$ cat config.mk
export PLATFORM = sky130hd
export DESIGN_NAME = flac_lpc_restore
export DESIGN_NICKNAME = d
export VERILOG_FILES = /design/src/rtl/core/flac_lpc_pkg.sv /design/src/rtl/core/flac_lpc_restore.sv
export SDC_FILE = /design/constraint.sdc
export NUM_CORES = 2
export LEC_CHECK = 0
export ABC_AREA = 0
export BUFFER_PORTS_ARGS = -buffer_cell sky130_fd_sc_hd__buf_4
export CELL_PAD_IN_SITES_DETAIL_PLACEMENT = 1
export CELL_PAD_IN_SITES_GLOBAL_PLACEMENT = 1
export CORE_MARGIN = 8
export CORE_UTILIZATION = 40
export DETAILED_ROUTE_END_ITERATION = 10
export PLACE_DENSITY = 0.66
export SLEW_MARGIN = 10
export SYNTH_ARGS = -nofsm -noshare
export SYNTH_HDL_FRONTEND = slang
export SYNTH_SLANG_ARGS = --single-unit
$ cat constraint.sdc
create_clock -name clk -period 33.5 [get_ports clk]
set_clock_uncertainty 0.1 [all_clocks]
set_input_delay 5.025 -clock clk [delete_from_list [all_inputs] [get_ports clk]]
set_output_delay 5.025 -clock clk [all_outputs]
set_load 0.03 [all_outputs]
$ cat src/rtl/core/flac_lpc_pkg.sv
// flac_lpc_pkg: shared widths, register indexes and item kinds for the
// linear-prediction restore block. No dependencies; used by the core, by
// its port checker and by the bench.
package flac_lpc_pkg;

  localparam int MAX_ORDER = 32;
  localparam int TAP_W     = $clog2(MAX_ORDER);   // tap address bits
  localparam int ORDER_W   = 6;                   // predictor_order register
  localparam int SHIFT_W   = 5;                   // quant_shift register
  localparam int COEF_W    = 16;
  localparam int SAMPLE_W  = 32;
  localparam int PROD_W    = COEF_W + SAMPLE_W;
  localparam int ACC_W     = 64;

  localparam int IN_DATA_W  = 56;   // 5 + 16 + 32 bits, padded to whole bytes
  localparam int IN_USER_W  = 2;
  localparam int OUT_DATA_W = 32;
  localparam int CFG_IDX_W  = 2;
  localparam int CFG_DATA_W = 6;

  // input word layout in tdata
  localparam int CIDX_LSB  = 0;
  localparam int CVAL_LSB  = CIDX_LSB + TAP_W;
  localparam int RESID_LSB = CVAL_LSB + COEF_W;

  // tuser bit positions
  localparam int USER_KIND  = 0;
  localparam int USER_START = 1;

  // item kinds
  localparam logic KIND_COEF   = 1'b0;
  localparam logic KIND_SAMPLE = 1'b1;

  // configuration register indexes
  localparam logic [CFG_IDX_W-1:0] REG_ORDER = 2'd0;
  localparam logic [CFG_IDX_W-1:0] REG_SHIFT = 2'd1;
  localparam logic [CFG_IDX_W-1:0] REG_WIDE  = 2'd2;

endpackage

$ cat src/rtl/core/flac_lpc_restore.sv
// flac_lpc_restore: FLAC linear-prediction sample restore core.
// Depends on flac_lpc_pkg for widths, register indexes and item kinds.
// Holds the coefficient memory, the sample history and the MAC sequencer.

// Turns a stream of FLAC residuals back into 32-bit samples. Two kinds of
// input word share the slave port, told apart by tuser[0]: a coefficient
// word (kind 0) writes one 16-bit tap into the coefficient memory and gives
// no result; a sample word (kind 1) gives exactly one output word. tuser[1]
// marks the first sample of a block. The first predictor_order samples of a
// block are warm-up values and pass through unchanged; every later sample
// is residual + (sum of coef[j] * s[n-order+j]) >>> quant_shift, with the
// sum wrapping at 32 bits (wide_accumulate = 0) or kept in 64 bits
// (wide_accumulate = 1), and the result wrapping to 32 bits. A coefficient
// word leaves the slave side ready for the next word; a sample word keeps
// it busy until the result enters the output register. Predictions use
// the single 16x32 multiply-accumulate unit, which walks one tap per cycle
// behind a registered coefficient memory read and a registered product.
// The slave side is ready only between items and never in reset, but a
// finished sample waits in the output register, so the next word is taken
// while the master side stalls. Write the configuration registers only
// while the block is idle; coefficient taps must be written before a
// prediction uses them. There is no clearing pass after reset.
module flac_lpc_restore (
  input  logic                                clk,
  input  logic                                rst,
  // configuration write channel
  input  logic                                cfg_valid,
  output logic                                cfg_ready,
  input  logic [flac_lpc_pkg::CFG_IDX_W-1:0]  cfg_index,
  input  logic [flac_lpc_pkg::CFG_DATA_W-1:0] cfg_data,
  // input words
  input  logic                                s_axis_tvalid,
  output logic                                s_axis_tready,
  // tdata: coef_index[4:0], coef_value[20:5], residual[52:21], zeros[55:53]
  input  logic [flac_lpc_pkg::IN_DATA_W-1:0]  s_axis_tdata,
  // tuser: kind[0], block_start[1]
  input  logic [flac_lpc_pkg::IN_USER_W-1:0]  s_axis_tuser,
  // result words
  output logic                                m_axis_tvalid,
  input  logic                                m_axis_tready,
  // tdata: sample_out[31:0]
  output logic [flac_lpc_pkg::OUT_DATA_W-1:0] m_axis_tdata
);

  // sequencer states
  localparam logic [2:0] ST_IDLE  = 3'd0;
  localparam logic [2:0] ST_MAC   = 3'd1;
  localparam logic [2:0] ST_SHIFT = 3'd2;
  localparam logic [2:0] ST_DONE  = 3'd3;

  logic [2:0] state;

  // configuration registers
  logic [flac_lpc_pkg::ORDER_W-1:0] predictor_order;
  logic [flac_lpc_pkg::SHIFT_W-1:0] quant_shift;
  logic                             wide_accumulate;

  // storage
  logic [flac_lpc_pkg::COEF_W-1:0]   coef_mem [flac_lpc_pkg::MAX_ORDER];
  logic [flac_lpc_pkg::SAMPLE_W-1:0] history  [flac_lpc_pkg::MAX_ORDER]; // [0] newest
  logic [flac_lpc_pkg::ORDER_W-1:0]  block_position;

  // datapath registers
  logic [flac_lpc_pkg::ORDER_W-1:0]         tap_cnt;
  logic                                     rd_v;
  logic                                     mul_v;
  logic signed [flac_lpc_pkg::COEF_W-1:0]   coef_rd;
  logic signed [flac_lpc_pkg::SAMPLE_W-1:0] hist_rd;
  logic signed [flac_lpc_pkg::PROD_W-1:0]   prod;
  logic [flac_lpc_pkg::ACC_W-1:0]           acc;
  logic [flac_lpc_pkg::SAMPLE_W-1:0]        resid;
  logic [flac_lpc_pkg::SAMPLE_W-1:0]        result;

  // input word fields
  logic                               in_kind;
  logic                               in_start;
  logic [flac_lpc_pkg::TAP_W-1:0]     in_cidx;
  logic [flac_lpc_pkg::COEF_W-1:0]    in_cval;
  logic [flac_lpc_pkg::SAMPLE_W-1:0]  in_resid;

  logic                               in_fire;
  logic                               out_free;
  logic [flac_lpc_pkg::ORDER_W-1:0]   order_eff;
  logic [flac_lpc_pkg::ORDER_W-1:0]   pos_eff;
  logic [flac_lpc_pkg::ORDER_W-1:0]   hist_idx;
  logic [flac_lpc_pkg::ACC_W-1:0]     shifted64;
  logic [flac_lpc_pkg::SAMPLE_W-1:0]  shifted32;
  logic [flac_lpc_pkg::SAMPLE_W-1:0]  pred;

  assign in_kind  = s_axis_tuser[flac_lpc_pkg::USER_KIND];
  assign in_start = s_axis_tuser[flac_lpc_pkg::USER_START];
  assign in_cidx  = s_axis_tdata[flac_lpc_pkg::CIDX_LSB +: flac_lpc_pkg::TAP_W];
  assign in_cval  = s_axis_tdata[flac_lpc_pkg::CVAL_LSB +: flac_lpc_pkg::COEF_W];
  assign in_resid = s_axis_tdata[flac_lpc_pkg::RESID_LSB +: flac_lpc_pkg::SAMPLE_W];

  // take nothing while reset is held
  assign cfg_ready     = !rst;
  assign s_axis_tready = !rst && (state == ST_IDLE);
  assign in_fire       = s_axis_tvalid && s_axis_tready;
  assign out_free      = !m_axis_tvalid || m_axis_tready;

  // clamp the order into 1..MAX_ORDER
  always_comb begin
    if (predictor_order == '0) begin
      order_eff = flac_lpc_pkg::ORDER_W'(1);
    end else if (predictor_order > flac_lpc_pkg::ORDER_W'(flac_lpc_pkg::MAX_ORDER)) begin
      order_eff = flac_lpc_pkg::ORDER_W'(flac_lpc_pkg::MAX_ORDER);
    end else begin
      order_eff = predictor_order;
    end
  end

  // a block start restarts the warm-up count
  assign pos_eff  = in_start ? '0 : block_position;
  // tap j pairs with history[order-1-j], the sample order-j places back
  assign hist_idx = order_eff - flac_lpc_pkg::ORDER_W'(1) - tap_cnt;

  // arithmetic shift of the prediction sum, then add the residual
  assign shifted64 = $signed(acc) >>> quant_shift;
  assign shifted32 = $signed(acc[flac_lpc_pkg::SAMPLE_W-1:0]) >>> quant_shift;
  assign pred      = wide_accumulate ? shifted64[flac_lpc_pkg::SAMPLE_W-1:0] : shifted32;

  // configuration registers
  always_ff @(posedge clk) begin
    if (rst) begin
      predictor_order <= flac_lpc_pkg::ORDER_W'(1);
      quant_shift     <= '0;
      wide_accumulate <= 1'b0;
    end else if (cfg_valid && cfg_ready) begin
      unique case (cfg_index)
        flac_lpc_pkg::REG_ORDER: predictor_order <= cfg_data;
        flac_lpc_pkg::REG_SHIFT: quant_shift     <= cfg_data[flac_lpc_pkg::SHIFT_W-1:0];
        flac_lpc_pkg::REG_WIDE:  wide_accumulate <= cfg_data[0];
        default: ;
      endcase
    end
  end

  // coefficient memory: one write port, registered read at the tap counter
  always_ff @(posedge clk) begin
    if (in_fire && in_kind == flac_lpc_pkg::KIND_COEF) begin
      coef_mem[in_cidx] <= in_cval;
    end
    coef_rd <= coef_mem[tap_cnt[flac_lpc_pkg::TAP_W-1:0]];
  end

  // MAC datapath: read, multiply, accumulate, one register between each
  always_ff @(posedge clk) begin
    hist_rd <= history[hist_idx[flac_lpc_pkg::TAP_W-1:0]];
    prod    <= coef_rd * hist_rd;
    if (in_fire) begin
      acc <= '0;
    end else if (mul_v) begin
      acc <= acc + {{(flac_lpc_pkg::ACC_W - flac_lpc_pkg::PROD_W){prod[flac_lpc_pkg::PROD_W-1]}},
                    prod};
    end
  end

  // sequencer
  always_ff @(posedge clk) begin
    if (rst) begin
      state          <= ST_IDLE;
      block_position <= '0;
      tap_cnt        <= '0;
      rd_v           <= 1'b0;
      mul_v          <= 1'b0;
      m_axis_tvalid  <= 1'b0;
      for (int i = 0; i < flac_lpc_pkg::MAX_ORDER; i++) begin
        history[i] <= '0;
      end
    end else begin
      mul_v <= rd_v;
      // raise valid as a finished sample moves out, drop it once taken
      if (state == ST_DONE && out_free) begin
        m_axis_tvalid <= 1'b1;
      end else if (m_axis_tready) begin
        m_axis_tvalid <= 1'b0;
      end
      unique case (state)
        ST_IDLE: begin
          rd_v <= 1'b0;
          if (in_fire && in_kind == flac_lpc_pkg::KIND_SAMPLE) begin
            resid   <= in_resid;
            tap_cnt <= '0;
            if (pos_eff < order_eff) begin
              // warm-up: pass the word through
              block_position <= pos_eff + flac_lpc_pkg::ORDER_W'(1);
              result         <= in_resid;
              state          <= ST_DONE;
            end else begin
              block_position <= pos_eff;
              state          <= ST_MAC;
            end
          end
        end
        ST_MAC: begin
          // issue one tap a cycle, then drain the read and multiply stages
          if (tap_cnt < order_eff) begin
            rd_v    <= 1'b1;
            tap_cnt <= tap_cnt + flac_lpc_pkg::ORDER_W'(1);
          end else begin
            rd_v <= 1'b0;
            if (!rd_v && !mul_v) begin
              state <= ST_SHIFT;
            end
          end
        end
        ST_SHIFT: begin
          result <= resid + pred;
          state  <= ST_DONE;
        end
        ST_DONE: begin
          // hold until the output register is free, then push the history
          if (out_free) begin
            m_axis_tdata  <= result;
            history[0]    <= result;
            for (int i = 1; i < flac_lpc_pkg::MAX_ORDER; i++) begin
              history[i] <= history[i-1];
            end
            state <= ST_IDLE;
          end
        end
        default: state <= ST_IDLE;
      endcase
    end
  end

endmodule

==> impl_results.md <==
- Status: complete, no violations
- RR Endpoint: prod[44]$_DFF_P_
- Commonest non-fill, non-tap cells in the layout: 1632 x edfxtp_1, 788 x and2_1, 625 x inv_1, 504 x mux4_2, 488 x fa_1
- WL/cell: 22.9 µm
- Slew margin rel.: 0.251
- Final min period: about 11 ns
- Vias: roughly 57000
- Max Cap Violations: 0
- Mapped Area: between 90000 and 100000 µm²
- Hold buffer count at cts: 0
- Clock buffer depth: 3
- Worst-path clk slew: roughly 0.060 ns
- Final Cycle Share: 0.335
- # H-tree levels: 4
- Clock Tree Root: clkbuf_16
- Endpoints failing hold: 0
- Synth cell types: 79
- Largest net degree at the start of global routing: around 230
- CORE AREA: between 200000 and 250000 µm²
- RSZ-0062 raised after global routing: false
- First-pass GRT wire length: about 380 mm
- Asr flop ratio synth: 0
- Post-synth top area share: 0.491
- Non-Filler Instances: between 10000 and 15000
- Die area: about 270000 µm²
- Filler cell count: 24895
- Routing usage on met1: 0.257
- DRT iter0 DRCs: 4078
- # Post-CTS Setup Buffers: 0
- Hold path endpoint: mul_v$_SDFF_PP0_
- Final Setup Violations: 0
- Crit end category: output port
- Main synth FF type: edfxtp_1
- Total wire length: roughly 240 mm
- Avg Cell Area, Syn: ~14 µm²
- Commonest non-fill, non-tap cell in the layout: edfxtp_1
- CTS buffer count: between 150 and 200
- Total GRT Usage: 0.184
- # resized after CTS: 0
- Setup TNS: 0 ns
- Antenna Nets Post-Route: 0
- Layout cells sized above 1: 0.151
- Beginning of the worst hold path: rd_v$_SDFFE_PP0P_
- Buffers on Ports: a little over 100
- Area Overhead vs Synth: 10.7%
- Syn_nets: approximately 8000
- Clock tree sinks: between 1500 and 2000
- F_max: just under 0.09 GHz
- Die width: a little over 500 µm
- DP Wirelength: roughly 160 mm
- Residual DRC count: 0
- Die H: 515 µm
- Routability congestion estimate: 0.803
- R2R Setup Slk: between 20 and 30 ns
- Slew @ Worst Pin: about 1.1 ns
- Ys Warns: 0
- Met2 usage: 0.298
- Area leader, netlist: edfxtp_1
- Critical path required time: around 28 ns
- GRT overflow: 0
- Starting Density: 0.402
- Hold Path Class: register to register
- Crit-path max FO: 60
- IO Pins: between 100 and 150
- Cells on Worst Hold Path: 1
- Met3 Resource Use GR: 0.0356
- CTS tree: done
- Critical path type: input port to output port
- Gr busiest metal: met2
- Vias in the first global route: 62141
- DRT Pass-1 Iters: 5
- Sequential fraction of the synthesis area: 0.529
- Final max-slew violation count: 0
- Arr. time, crit path: about 6 ns
- Synthesized flop and latch total: 1820
- Post-synth EDFFs: ~1600
- Vias per inst: 5.31
- FP Rows: about 180
- Startpoint types: input port
- Crit Reg-Reg Startpoint: coef_rd[15]$_DFF_P_
- Placed Cells incl. Taps: between 10000 and 15000
- Initial antenna violation count: 30
- Synth Instances: 7185
- # nets final: about 8000
- Worst-Skew Late Latency: between 0.8 and 0.9 ns
- Most area-consuming cells after synthesis: edfxtp_1 49%, mux4_2 11%, fa_1 9.8%
- R2R cell count: 22
[cell families (layout without fill, tap and decap cells)]
logic type      count (synthesis)  after routing  share of synthesized area
simple gates                 2149           2149                      0.117
flops                        1820           1820                      0.529
buf+inv                      1032           1188                     0.0389
mux                           739            739                      0.138
fa+ha+maj                     718            718                      0.127
compound gates                581            581                     0.0373
xor+xnor                      146            146                     0.0128
other cells                     0              6                          0
[metal layers]
layer	vias to the layer above	routed length [µm]
met5	-	27
met4	4	6320
met3	366	12900
met2	1138	115000
met1	29888	110000
li1	25344	-
[stage by stage]
stage	utilization	hold WS (ns)	area (µm²)	setup WS, ns
finish	0.445	0.379	110000	22.26
global route	0.445	0.401	110000	22.23
CTS	0.445	0.380	110000	22.26
detailed placement	0.419	0.370	104000	22.27
global placement	0.419	0.355	104000	22.27
floorplan	-	0.317	99800	4.38
[state kept, by name (all words and copies together), names as in the netlist]
name,count
acc,63
block_position,6
coef_mem,512
coef_rd,16
hist_rd,32
history,1024
m_axis_tdata,32
m_axis_tvalid,1
mul_v,1
predictor_order,6
prod,48
quant_shift,5
rd_v,1
resid,32
result,32
state,2
tap_cnt,6
wide_accumulate,1
[critical path, cell delays in order]
cell and delay, ns:
buf_8 0.38, inv_1 0.34, buf_4 0.26
[cell usage after synthesis (14+ instances only)]
library cell	instances
fa_1	489
xor2_1	43
mux2i_1	149
xnor2_1	103
o21bai_1	28
a31oi_1	24
mux4_2	504
nor3_1	16
and3_1	23
o21ai_0	98
dfxtp_1	188
o21ai_1	25
and2_1	788
buf_1	48
mux2_2	86
a21oi_1	169
clkbuf_1	347
a211oi_1	17
nand2b_1	28
nor2b_1	481
a21o_1	130
nand3_1	29
nand2_1	459
nor2_1	257
edfxtp_1	1632
nand4_1	26
inv_1	625
o21a_1	14
ha_1	229
[worst max-delay path by stage]
stage / start / endpoint / slack (ns) / depth (start not counted)
floorplan: rst / history[0][0]$_SDFFCE_PN0P_ / 4.38 / 3
CTS: rst / cfg_ready / 22.26 / 3
detailed placement: rst / cfg_ready / 22.27 / 3
global route: rst / cfg_ready / 22.23 / 3
finish: rst / cfg_ready / 22.26 / 3
global placement: rst / cfg_ready / 22.27 / 3
[cell type report]
cell class                      instances  area, µm²  share of cell area
Sequential cell                      1820      52800               0.478
Multi-Input combinational cell       4333      43200               0.391
Clock buffer                          250       5170              0.0468
Tap cell                             3330       4170              0.0377
Inverter                              627       2350              0.0213
Timing Repair Buffer                  197       1570              0.0142
Clock inverter                        114       1200              0.0109
Antenna cell                            6       15.0            0.000136
Power is left out: the tool's default activity adds up to more than one toggle a clock period on the data nets, which glitch-free logic cannot reach.
